## src/rtl/ccp_pkg.sv

```systemverilog
// ----------------------------------------------------------------------------
// ccp_pkg: shared constants for the cartesian to polar converter
// Fixed field widths, angle constants in Q3.13, gain correction and the
// arctangent lookup used by the vectoring cells.
// ----------------------------------------------------------------------------
`default_nettype none

package ccp_pkg;

  // default configuration
  localparam int unsigned ITERATIONS_DEF = 14;
  localparam int unsigned DATA_WIDTH_DEF = 16;
  localparam int unsigned ITERATIONS_MAX = 15;

  // fixed field widths
  localparam int unsigned IN_W     = 16;
  localparam int unsigned RADIUS_W = 15;
  localparam int unsigned ANGLE_W  = 16;

  // angle constants, signed Q3.13
  localparam logic signed [ANGLE_W-1:0] HALF_PI_Q13 = 16'sd12868;
  localparam logic signed [ANGLE_W-1:0] PI_Q13      = 16'sd25736;

  // gain correction 0.607 as unsigned Q0.16, plus rounding half
  localparam logic [15:0] GAIN_Q16   = 16'd39780;
  localparam int unsigned ROUND_HALF = 32768;
  localparam int unsigned GAIN_SHIFT = 16;

  localparam logic [RADIUS_W-1:0] RADIUS_MAX = 15'd32767;

  // atan(2^-i) in Q3.13, rounded to nearest
  function automatic logic signed [ANGLE_W-1:0] atan_q13(input int unsigned idx);
    logic signed [ANGLE_W-1:0] val;
    case (idx)
      0:       val = 16'sd6434;
      1:       val = 16'sd3798;
      2:       val = 16'sd2007;
      3:       val = 16'sd1019;
      4:       val = 16'sd511;
      5:       val = 16'sd256;
      6:       val = 16'sd128;
      7:       val = 16'sd64;
      8:       val = 16'sd32;
      9:       val = 16'sd16;
      10:      val = 16'sd8;
      11:      val = 16'sd4;
      12:      val = 16'sd2;
      13:      val = 16'sd1;
      default: val = 16'sd0;
    endcase
    return val;
  endfunction

endpackage

`default_nettype wire

```

## src/rtl/ccp_prerot.sv

```systemverilog
// ----------------------------------------------------------------------------
// ccp_prerot: quarter-turn pre-rotation stage
// Wraps the input point to the working width and turns points in the left
// half-plane (x <= 0) into the right one, seeding the angle at +/- pi/2.
// ----------------------------------------------------------------------------
`default_nettype none

module ccp_prerot #(
  parameter int unsigned DATA_W = 18
) (
  input  logic                                  clk_i,
  input  logic                                  rst_ni,
  input  logic                                  valid_i,
  output logic                                  stall_o,
  input  logic signed [ccp_pkg::IN_W-1:0]       x_in_i,
  input  logic signed [ccp_pkg::IN_W-1:0]       y_in_i,
  output logic                                  valid_o,
  input  logic                                  stall_i,
  output logic signed [DATA_W-1:0]              x_o,
  output logic signed [DATA_W-1:0]              y_o,
  output logic signed [ccp_pkg::ANGLE_W-1:0]    ang_o
);
  import ccp_pkg::*;

  logic                      valid_q;
  logic                      advance;
  logic signed [DATA_W-1:0]  x_w, y_w;
  logic                      x_le0, y_gt0;
  logic signed [DATA_W-1:0]  x_d, y_d, x_q, y_q;
  logic signed [ANGLE_W-1:0] ang_d, ang_q;

  // wrap the 16-bit inputs to the working width
  assign x_w   = DATA_W'(x_in_i);
  assign y_w   = DATA_W'(y_in_i);
  assign x_le0 = x_w[DATA_W-1] || (x_w == '0);
  assign y_gt0 = !y_w[DATA_W-1] && (y_w != '0);

  // quarter turn into the right half-plane
  always_comb begin
    if (x_le0 && y_gt0) begin
      x_d   = y_w;
      y_d   = -x_w;
      ang_d = HALF_PI_Q13;
    end else if (x_le0) begin
      x_d   = -y_w;
      y_d   = x_w;
      ang_d = -HALF_PI_Q13;
    end else begin
      x_d   = x_w;
      y_d   = y_w;
      ang_d = '0;
    end
  end

  // stage handshake
  assign advance = !valid_q || !stall_i;
  assign stall_o = !advance;

  always_ff @(posedge clk_i or negedge rst_ni) begin
    if (!rst_ni) begin
      valid_q <= 1'b0;
    end else if (advance) begin
      valid_q <= valid_i;
    end
  end

  always_ff @(posedge clk_i) begin
    if (valid_i && advance) begin
      x_q   <= x_d;
      y_q   <= y_d;
      ang_q <= ang_d;
    end
  end

  assign valid_o = valid_q;
  assign x_o     = x_q;
  assign y_o     = y_q;
  assign ang_o   = ang_q;

endmodule

`default_nettype wire

```

## src/rtl/ccp_cell.sv

```systemverilog
// ----------------------------------------------------------------------------
// ccp_cell: one vectoring micro-rotation
// Rotates the point by +/- atan(2^-STEP) towards the x axis using arithmetic
// shifts and accumulates the matching angle; one registered stage.
// ----------------------------------------------------------------------------
`default_nettype none

module ccp_cell #(
  parameter int unsigned DATA_W = 18,
  parameter int unsigned STEP   = 0
) (
  input  logic                                  clk_i,
  input  logic                                  rst_ni,
  input  logic                                  valid_i,
  output logic                                  stall_o,
  input  logic signed [DATA_W-1:0]              x_i,
  input  logic signed [DATA_W-1:0]              y_i,
  input  logic signed [ccp_pkg::ANGLE_W-1:0]    ang_i,
  output logic                                  valid_o,
  input  logic                                  stall_i,
  output logic signed [DATA_W-1:0]              x_o,
  output logic signed [DATA_W-1:0]              y_o,
  output logic signed [ccp_pkg::ANGLE_W-1:0]    ang_o
);
  import ccp_pkg::*;

  localparam logic signed [ANGLE_W-1:0] ATAN_STEP = atan_q13(STEP);

  logic                      valid_q;
  logic                      advance;
  logic signed [DATA_W-1:0]  xs, ys;
  logic signed [DATA_W-1:0]  x_d, y_d, x_q, y_q;
  logic signed [ANGLE_W-1:0] ang_d, ang_q;

  // shifted cross terms
  assign xs = y_i >>> STEP;
  assign ys = x_i >>> STEP;

  // rotate against the sign of y
  always_comb begin
    if (!y_i[DATA_W-1]) begin
      x_d   = x_i + xs;
      y_d   = y_i - ys;
      ang_d = ang_i + ATAN_STEP;
    end else begin
      x_d   = x_i - xs;
      y_d   = y_i + ys;
      ang_d = ang_i - ATAN_STEP;
    end
  end

  // stage handshake
  assign advance = !valid_q || !stall_i;
  assign stall_o = !advance;

  always_ff @(posedge clk_i or negedge rst_ni) begin
    if (!rst_ni) begin
      valid_q <= 1'b0;
    end else if (advance) begin
      valid_q <= valid_i;
    end
  end

  always_ff @(posedge clk_i) begin
    if (valid_i && advance) begin
      x_q   <= x_d;
      y_q   <= y_d;
      ang_q <= ang_d;
    end
  end

  assign valid_o = valid_q;
  assign x_o     = x_q;
  assign y_o     = y_q;
  assign ang_o   = ang_q;

  // the angle moves by exactly one table step per cell
  a_ang_step: assert property (@(posedge clk_i) disable iff (!rst_ni)
    (valid_i && !stall_o) |=> ((ang_q - $past(ang_i)) == ATAN_STEP) ||
                              (($past(ang_i) - ang_q) == ATAN_STEP))
    else $error("cell angle update is not one table step");

endmodule

`default_nettype wire

```

## src/rtl/ccp_scale.sv

```systemverilog
// ----------------------------------------------------------------------------
// ccp_scale: gain correction and output register
// Multiplies the final x by 0.607 in one stage, then rounds and saturates
// the radius and clamps the angle to -pi..pi into the output register.
// ----------------------------------------------------------------------------
`default_nettype none

module ccp_scale #(
  parameter int unsigned DATA_W = 18
) (
  input  logic                                  clk_i,
  input  logic                                  rst_ni,
  input  logic                                  valid_i,
  output logic                                  stall_o,
  input  logic signed [DATA_W-1:0]              x_i,
  input  logic signed [ccp_pkg::ANGLE_W-1:0]    ang_i,
  output logic                                  valid_o,
  input  logic                                  stall_i,
  output logic [ccp_pkg::RADIUS_W-1:0]          radius_o,
  output logic signed [ccp_pkg::ANGLE_W-1:0]    angle_o
);
  import ccp_pkg::*;

  localparam int unsigned PW   = DATA_W - 1 + GAIN_SHIFT;
  localparam int unsigned SW   = PW + 1;
  localparam int unsigned RF_W = (SW - GAIN_SHIFT > RADIUS_W + 1) ?
                                 (SW - GAIN_SHIFT) : (RADIUS_W + 1);

  logic                      a_valid_q, b_valid_q;
  logic                      a_adv, b_adv;
  logic                      pos_d, pos_q;
  logic [PW-1:0]             prod_d, prod_q;
  logic signed [ANGLE_W-1:0] ang_a_q;
  logic [SW-1:0]             sum;
  logic [RF_W-1:0]           rad_full;
  logic [RADIUS_W-1:0]       radius_d, radius_q;
  logic signed [ANGLE_W-1:0] angle_d, angle_q;

  // stage a: gain multiply of a positive x
  assign pos_d  = !x_i[DATA_W-1] && (x_i != '0);
  assign prod_d = PW'(x_i[DATA_W-2:0]) * PW'(GAIN_Q16);

  assign b_adv   = !b_valid_q || !stall_i;
  assign a_adv   = !a_valid_q || b_adv;
  assign stall_o = !a_adv;

  always_ff @(posedge clk_i or negedge rst_ni) begin
    if (!rst_ni) begin
      a_valid_q <= 1'b0;
      b_valid_q <= 1'b0;
    end else begin
      if (!stall_o) begin
        a_valid_q <= valid_i;
      end
      if (b_adv) begin
        b_valid_q <= a_valid_q;
      end
    end
  end

  always_ff @(posedge clk_i) begin
    if (valid_i && !stall_o) begin
      prod_q  <= prod_d;
      pos_q   <= pos_d;
      ang_a_q <= ang_i;
    end
  end

  // stage b: round half up, saturate radius, clamp angle
  assign sum      = SW'(prod_q) + SW'(ROUND_HALF);
  assign rad_full = RF_W'(sum[SW-1:GAIN_SHIFT]);

  always_comb begin
    if (!pos_q) begin
      radius_d = '0;
    end else if (rad_full > RF_W'(RADIUS_MAX)) begin
      radius_d = RADIUS_MAX;
    end else begin
      radius_d = rad_full[RADIUS_W-1:0];
    end
    if (ang_a_q > PI_Q13) begin
      angle_d = PI_Q13;
    end else if (ang_a_q < -PI_Q13) begin
      angle_d = -PI_Q13;
    end else begin
      angle_d = ang_a_q;
    end
  end

  always_ff @(posedge clk_i) begin
    if (a_valid_q && b_adv) begin
      radius_q <= radius_d;
      angle_q  <= angle_d;
    end
  end

  assign valid_o  = b_valid_q;
  assign radius_o = radius_q;
  assign angle_o  = angle_q;

  // a non-positive final x gives a zero radius
  a_zero_radius: assert property (@(posedge clk_i) disable iff (!rst_ni)
    (a_valid_q && b_adv && !pos_q) |=> (radius_q == '0))
    else $error("non-positive x did not give zero radius");

  // stage a only holds when stage b is full and held
  a_hold_cause: assert property (@(posedge clk_i) disable iff (!rst_ni)
    !a_adv |-> (b_valid_q && stall_i))
    else $error("scale stage held without a stalled output");

endmodule

`default_nettype wire

```

## src/rtl/cordic_cartesian_to_polar.sv

```systemverilog
// ----------------------------------------------------------------------------
// cordic_cartesian_to_polar: pipelined CORDIC vectoring converter
// Converts a signed Q2.14 point to an unsigned Q1.14 magnitude and a Q3.13 angle
// through a pre-rotation stage, a chain of vectoring cells and a scale stage.
//
//   channel | signals                         | direction
//   --------+---------------------------------+----------
//   input   | valid_i, stall_o, x_in_i, y_in_i | in
//   output  | valid_o, stall_i, radius_o, angle_o | out
//
// One item per cycle sustained while the output is not stalled; every stage is one register deep.
// The stages are the pre-rotation, one cell per iteration, the gain multiply
// and the round/saturate output register.
// Reset clears the valid flags only; the pipeline is empty after reset.
// A stall on the output holds only the stages that are full behind it,
// so bubbles still close up and new items are taken meanwhile.
// ----------------------------------------------------------------------------
`default_nettype none

module cordic_cartesian_to_polar #(
  parameter int unsigned ITERATIONS = ccp_pkg::ITERATIONS_DEF,
  parameter int unsigned DATA_WIDTH = ccp_pkg::DATA_WIDTH_DEF
) (
  input  logic                                  clk_i,
  input  logic                                  rst_ni,
  input  logic                                  valid_i,
  output logic                                  stall_o,
  input  logic signed [ccp_pkg::IN_W-1:0]       x_in_i,
  input  logic signed [ccp_pkg::IN_W-1:0]       y_in_i,
  output logic                                  valid_o,
  input  logic                                  stall_i,
  output logic [ccp_pkg::RADIUS_W-1:0]          radius_o,
  output logic signed [ccp_pkg::ANGLE_W-1:0]    angle_o
);
  import ccp_pkg::*;

  localparam int unsigned CW = DATA_WIDTH + 2;

  logic signed [CW-1:0]      x_c   [ITERATIONS+1];
  logic signed [CW-1:0]      y_c   [ITERATIONS+1];
  logic signed [ANGLE_W-1:0] ang_c [ITERATIONS+1];
  logic                      valid_c [ITERATIONS+1];
  logic                      stall_c [ITERATIONS+1];

  // quarter-turn pre-rotation
  ccp_prerot #(
    .DATA_W (CW)
  ) u_prerot (
    .clk_i   (clk_i),
    .rst_ni  (rst_ni),
    .valid_i (valid_i),
    .stall_o (stall_o),
    .x_in_i  (x_in_i),
    .y_in_i  (y_in_i),
    .valid_o (valid_c[0]),
    .stall_i (stall_c[0]),
    .x_o     (x_c[0]),
    .y_o     (y_c[0]),
    .ang_o   (ang_c[0])
  );

  // chain of vectoring cells
  for (genvar g = 0; g < ITERATIONS; g++) begin : g_cell
    ccp_cell #(
      .DATA_W (CW),
      .STEP   (g)
    ) u_cell (
      .clk_i   (clk_i),
      .rst_ni  (rst_ni),
      .valid_i (valid_c[g]),
      .stall_o (stall_c[g]),
      .x_i     (x_c[g]),
      .y_i     (y_c[g]),
      .ang_i   (ang_c[g]),
      .valid_o (valid_c[g+1]),
      .stall_i (stall_c[g+1]),
      .x_o     (x_c[g+1]),
      .y_o     (y_c[g+1]),
      .ang_o   (ang_c[g+1])
    );
  end

  // gain correction and output register
  ccp_scale #(
    .DATA_W (CW)
  ) u_scale (
    .clk_i    (clk_i),
    .rst_ni   (rst_ni),
    .valid_i  (valid_c[ITERATIONS]),
    .stall_o  (stall_c[ITERATIONS]),
    .x_i      (x_c[ITERATIONS]),
    .ang_i    (ang_c[ITERATIONS]),
    .valid_o  (valid_o),
    .stall_i  (stall_i),
    .radius_o (radius_o),
    .angle_o  (angle_o)
  );

  // the input is only held back by a full pipeline behind a stalled output
  a_stall_cause: assert property (@(posedge clk_i) disable iff (!rst_ni)
    stall_o |-> (valid_o && stall_i))
    else $error("input stalled while the output is free");

  // a delivered angle lies within -pi..pi
  a_angle_range: assert property (@(posedge clk_i) disable iff (!rst_ni)
    valid_o |-> ((angle_o <= PI_Q13) && (angle_o >= -PI_Q13)))
    else $error("angle outside -pi..pi");

endmodule

`default_nettype wire
```

## config.mk

```make
export PLATFORM = sky130hd
export DESIGN_NAME = cordic_cartesian_to_polar
export DESIGN_NICKNAME = d
export VERILOG_FILES = /design/src/rtl/ccp_pkg.sv /design/src/rtl/ccp_prerot.sv /design/src/rtl/ccp_cell.sv /design/src/rtl/ccp_scale.sv /design/src/rtl/cordic_cartesian_to_polar.sv
export SDC_FILE = /design/constraint.sdc
export NUM_CORES = 2
export LEC_CHECK = 0
export CAP_MARGIN = 20
export CORE_ASPECT_RATIO = 0.6
export CORE_MARGIN = 5
export CORE_UTILIZATION = 25
export CTS_BUF_LIST = sky130_fd_sc_hd__clkbuf_8
export DETAILED_ROUTE_END_ITERATION = 8
export DONT_BUFFER_PORTS = 1
export GPL_ROUTABILITY_DRIVEN = 1
export PLACE_DENSITY = 0.42
export SLEW_MARGIN = 20
export SYNTH_ARGS = -nofsm -noshare
export SYNTH_HDL_FRONTEND = slang
export SYNTH_HIERARCHICAL = 1
export SYNTH_SLANG_ARGS = --single-unit
```

## constraint.sdc

```tcl
create_clock -name clk_i -period 10.48 [get_ports clk_i]
set_input_delay 1.572 -clock clk_i [delete_from_list [all_inputs] [get_ports clk_i]]
set_output_delay 1.572 -clock clk_i [all_outputs]
set_load 0.03 [all_outputs]
```

# [Yosys cells after proc, flatten, opt, wreduce, memory -nomap -nowiden]
# Index checks and enable logic that the tools add are counted.
[word_totals] ff_bits=858 in_bits=36 output_inout_bits=33
[op_classes] n_addsub=84 n_mul=1 magnitude_cmp=3 muxes=48 n_reduce_logical=63
[ops] cell="2-to-1 mux 18 bit" count=31
[ops] cell="2-to-1 mux 16 bit" count=16
[ops] cell="adder 18 x 10 -> 18 bit" count=2
[ops] cell="adder 18 x 11 -> 18 bit" count=2
[ops] cell="adder 18 x 12 -> 18 bit" count=2
[ops] cell="adder 18 x 13 -> 18 bit" count=2
[ops] cell="adder 18 x 14 -> 18 bit" count=2
[ops] cell="adder 18 x 15 -> 18 bit" count=2
[ops] cell="adder 18 x 16 -> 18 bit" count=2
[ops] cell="adder 18 x 17 -> 18 bit" count=2
[ops] cell="adder 18 x 6 -> 18 bit" count=2
[ops] cell="adder 18 x 7 -> 18 bit" count=2
[ops] cell="adder 18 x 8 -> 18 bit" count=2
[ops] cell="adder 18 x 9 -> 18 bit" count=2
[ops] cell="negation 16 -> 18 bit" count=2
[ops] cell="nonzero test 18 bit" count=2
[ops] cell="subtractor 18 x 10 -> 18 bit" count=2
[ops] cell="subtractor 18 x 11 -> 18 bit" count=2
[ops] cell="subtractor 18 x 12 -> 18 bit" count=2
[ops] cell="subtractor 18 x 13 -> 18 bit" count=2
[ops] cell="subtractor 18 x 14 -> 18 bit" count=2
[ops] cell="subtractor 18 x 15 -> 18 bit" count=2
[ops] cell="subtractor 18 x 16 -> 18 bit" count=2
[ops] cell="subtractor 18 x 17 -> 18 bit" count=2
[ops] cell="45 further kinds" count=108

# [Depth between registers and ports, before layout]
[depth] depth_word=19 mapped_depth=20 ltp_nobuf=20

# [Modules after synthesis]
# The synthesis kept the hierarchy.
[by_module_without_submodules] module="ccp_scale" n_inst=1 cells_each=647 area_each_um2=7139.3
[by_module_without_submodules] module="ccp_cell at g_cell[0].u_cell" n_inst=1 cells_each=549 area_each_um2=4903.5
[by_module_without_submodules] module="ccp_cell at g_cell[1].u_cell" n_inst=1 cells_each=483 area_each_um2=4658.2
[by_module_without_submodules] module="ccp_cell at g_cell[4].u_cell" n_inst=1 cells_each=492 area_each_um2=4609.4
[by_module_without_submodules] module="ccp_cell at g_cell[2].u_cell" n_inst=1 cells_each=460 area_each_um2=4519.3
[by_module_without_submodules] module="ccp_cell at g_cell[3].u_cell" n_inst=1 cells_each=453 area_each_um2=4468.0
[by_module_without_submodules] module="ccp_cell at g_cell[10].u_cell" n_inst=1 cells_each=458 area_each_um2=4395.5
[by_module_without_submodules] module="ccp_cell at g_cell[13].u_cell" n_inst=1 cells_each=430 area_each_um2=4275.4
[by_module_without_submodules] module="ccp_cell at g_cell[12].u_cell" n_inst=1 cells_each=426 area_each_um2=4227.8
[by_module_without_submodules] module="ccp_cell at g_cell[11].u_cell" n_inst=1 cells_each=419 area_each_um2=4182.8
[by_module_without_submodules] module="ccp_cell at g_cell[5].u_cell" n_inst=1 cells_each=393 area_each_um2=4110.2
[by_module_without_submodules] module="ccp_cell at g_cell[7].u_cell" n_inst=1 cells_each=410 area_each_um2=4107.7
[by_module_without_submodules] module="ccp_cell at g_cell[8].u_cell" n_inst=1 cells_each=405 area_each_um2=4101.4
[by_module_without_submodules] module="ccp_cell at g_cell[9].u_cell" n_inst=1 cells_each=405 area_each_um2=4056.4
[by_module_without_submodules] module="+2 rows"

# [Least setup slack after synthesis]
# No wires, ideal clock.
[synth_path] kind="in2reg" start="input port stall_i" end="register g_cell[0].u_cell.ang_q[0], enable pin" arrival_ns=6.231 setup_slack_ns=3.783 stages=17 n_path_buf=0 cell_sequence="nand3_1 -> inv_1 -> and2_1 -> and2_1 -> and2_1 -> and2_1 -> and2_1 -> and2_1 -> and2_1 -> and2_1 -> and2_1 -> and2_1 -> and2_1 -> and2_1 -> and2_1 -> and2_1 -> nor2b_1"
[synth_via] elab_chain_cells=18
[synth_rtl] element="start: declaration" line_no="cordic_cartesian_to_polar.sv:31" source="input logic stall_i,"
[synth_rtl] element="logical NOT 1 bit" line_no="ccp_scale.sv:43" source="assign b_adv = !b_valid_q || !stall_i;"
[synth_rtl] element="logical OR 1 bit" line_no="ccp_scale.sv:43"
[synth_rtl] element="logical OR 1 bit" line_no="ccp_scale.sv:44" source="assign a_adv = !a_valid_q || b_adv;"
[synth_rtl] element="logical OR 1 bit (14 in a row)" line_no="ccp_cell.sv:53" source="assign advance = !valid_q || !stall_i;"
[synth_rtl] element="logical AND 1 bit" line_no="ccp_cell.sv:65" source="if (valid_i && advance) begin"
[synth_rtl] element="end signal: assignment" line_no="ccp_cell.sv:68" source="ang_q <= ang_d;"
[synth_rtl] element="end: declaration" line_no="ccp_cell.sv:33" source="logic signed [ANGLE_W-1:0] ang_d, ang_q;"
# Every way passes these cells.
# A chain may end at the register's enable or synchronous reset.

# [Worst setup path in the final report]
[layout_path] start="register u_scale.b_valid_q (netlist: u_scale/valid_o)" end="output port stall_o"
[layout_via] elab_chain_cells=19
[layout_rtl] element="start: declaration" line_no="ccp_scale.sv:29" source="logic a_valid_q, b_valid_q;"
[layout_rtl] element="start signal: assignment" line_no="ccp_scale.sv:56" source="b_valid_q <= a_valid_q;"
[layout_rtl] element="logical NOT 1 bit" line_no="ccp_scale.sv:43"
[layout_rtl] element="logical OR 1 bit" line_no="ccp_scale.sv:43"
[layout_rtl] element="logical OR 1 bit" line_no="ccp_scale.sv:44"
[layout_rtl] element="logical OR 1 bit (14 in a row)" line_no="ccp_cell.sv:53"
[layout_rtl] element="logical OR 1 bit" line_no="ccp_prerot.sv:56" source="assign advance = !valid_q || !stall_i;"
[layout_rtl] element="logical NOT 1 bit" line_no="ccp_prerot.sv:57" source="assign stall_o = !advance;"
[layout_rtl] element="end: declaration" line_no="cordic_cartesian_to_polar.sv:27" source="output logic stall_o,"
# Every way passes these cells.

==> impl_metrics.csv <==
group,metric,value,unit
timing,finalCritPeriodShare,70.4,%
floorplanning,rows,148,
timing,hold_viol_final,0,
clock_tree,cts_buffer_depth,4,
routing,vias,52000,
clock_tree,cts_sinks,818,
routing,drc,0,
worst_setup_path,worst_r2r_endpoint,"u_scale/prod_q[32]",
layout,drive_gt1_share,6.69,%
worst_setup_path,ff2ff_setup_slack,4.78,ns
worst_setup_path,path_max_fanout,4,
worst_setup_path,timing.rr.start,"g_cell[13].u_cell/x_o[6]",
floorplanning,die_h,414,um
placed_design,dp_hpwl,160000,um
timing,finalSetupViolCount,0,
placed_design,place_inst,10400,
clock_tree,cts_hold_buffers,0,
routing,drt-initial-drc-count,4151,
routing,routed_via_density,4.90,
routing,drt_pre_antenna_iters,6,
routing,wire_per_inst,18.7,um
timing,layout_setup_ws,3.10,ns
clock_tree,clock_latency,0.89,ns
floorplanning,io_pins,69,
clock_tree,ctsResizeCount,0,
logic_synthesis,ys_warn_count,6,
clock_tree,cts-buffers-inserted,152,
timing,skew,0.0702,ns
global_route,grt_usage,13.5,%
timing,fin_setup_tns,0,ns
logic_synthesis,synthCells,6858,
global_route,grt_max_degree,53,
layout,layout.nets,7857,
logic_synthesis,synth.cell_area,0.0682,mm2
layout,area_delta_synth_final,10.5,%
timing,whs,0.368,ns
worst_setup_path,cp.required,8.91,ns
clock_tree,cts_setup_buffers,0,
layout,final_cell_count_no_fill,10600,
clock_tree,cts_tree,"yes",
status,status,"completed",
floorplanning,die_x,684,um
timing,slew_headroom,29.8,%
placed_design,io_buffers,0,
floorplanning,coreArea,0.271,mm2
placed_design,gp_congestion,0.861,
timing,rsz0062_at_grt,"false",
floorplanning,initial_utilization,25.1,%
global_route,grt_overflow_total,0,
global_route,grt_pass1_vias,49200,
routing,drt_wl_total,199000,um
logic_synthesis,synth.avg_cell_area,9.94,um2
clock_tree,cts_root_buf,"clkbuf_8",
global_route,grt_first_pass_wirelength,303000,um
floorplanning,die_area,0.284,mm2
flow_run,drv_cap,0,
hold_path,hold_class,"in2async",
clock_tree,htreeDepth,4,
worst_setup_path,crit_path_start,"u_scale/valid_o",
placed_design,pre_cts_ws,3.03,ns
timing,max_clock_freq,135,MHz
worst_setup_path,worst_ep_arrival_time,5.81,ns
clock_tree,clkTransAtPathRegs,0.06,ns
worst_setup_path,start_kind,"register",
worst_setup_path,rr_worst_depth,18,
worst_setup_path,crit_type,"reg2out",
timing,tightest_slew,1.05,ns
global_route,antenna_found_initial,8,
timing,fin_crit,7.38,ns
timing,slew_violations,0,
worst_setup_path,cp-end-kind,"primary output",
routing,drtAntennaViolNets,0,
[cells in the final DEF (no fill, tap or decap), types with 41 or more instances in the layout]
cell / instances
edfxtp_1: 801
ha_1: 797
a21oi_1: 594
nor2_1: 527
xnor2_1: 509
inv_1: 500
nand2_1: 385
o21ai_0: 326
xor2_1: 295
a21o_1: 191
clkbuf_8: 155
nor3_1: 154
fa_1: 120
nand3_1: 114
a211oi_1: 97
a31oi_1: 93
o21a_1: 81
nand2b_1: 71
nor2b_1: 61
o21bai_1: 61
and3_1: 59
nand4_1: 56
o211ai_1: 52
and2_1: 41
[how the worst max path moves through the flow]
stage	end
floorplan	g_cell[0].u_cell/ang_o[0]
global placement	stall_o
detailed placement	stall_o
CTS	stall_o
global route	stall_o
finish	stall_o
[cell type report]
class | instances | area, um2
diodes | 5 | 12.5
repair buffers | 36 | 270
fillers | 28400 | 196000
well taps | 3600 | 4500
inverters | 485 | 1820
clock buffers | 155 | 2130
clock inverters | 103 | 746
flip-flops and latches | 818 | 24500
multi-input cells | 5411 | 41400
[sequential cells by signal, indices dropped and copies added (netlist names)]
register and cells:
u_scale/angle_o 16, g_cell.u_cell/valid_o 14, u_scale/radius_o 15, u_prerot/y_o 18, u_prerot/ang_o 3, u_scale/a_valid_q 1, u_scale/prod_q 18, u_scale/ang_a_q 16
u_scale/valid_o 1, u_prerot/x_o 18, g_cell.u_cell/y_o 220, u_scale/pos_q 1, g_cell.u_cell/ang_o 224, g_cell.u_cell/x_o 252, u_prerot/valid_o 1
[through the flow]
stage                     instance area, um2  utilization [%]
final                                  75300             27.8
after global placement                 72400             26.7
after CTS                              75300             27.8
after detailed placement               72400             26.7
after floorplan                        68200                -
after global routing                   75300             27.8
[worst max-delay path: stages (launching register included)]
cell and delay, ns:
dfrtp_1 0.59, nand3_1 0.24, inv_1 0.09, and2_1 0.24, and2_1 0.29, and2_1 0.26
and2_1 0.24, and2_1 0.25, and2_1 0.23, and2_1 0.25, and2_1 0.24, and2_1 0.23
and2_1 0.23, and2_1 0.24, and2_1 0.23, and2_1 0.22, and2_1 0.25, and2_1 0.57
[routing by layer]
layer	track usage (%)	part of all wire (%)	vias to the layer above
li1	-	-	25400
met1	22.8	56	25200
met2	17.0	36	1273
met3	2.65	6.5	186
met4	2.14	1.4	0
met5	0	0	-
Power is not shown: default switching activity piles up to over one toggle a cycle in this logic, so the estimate is an artifact.
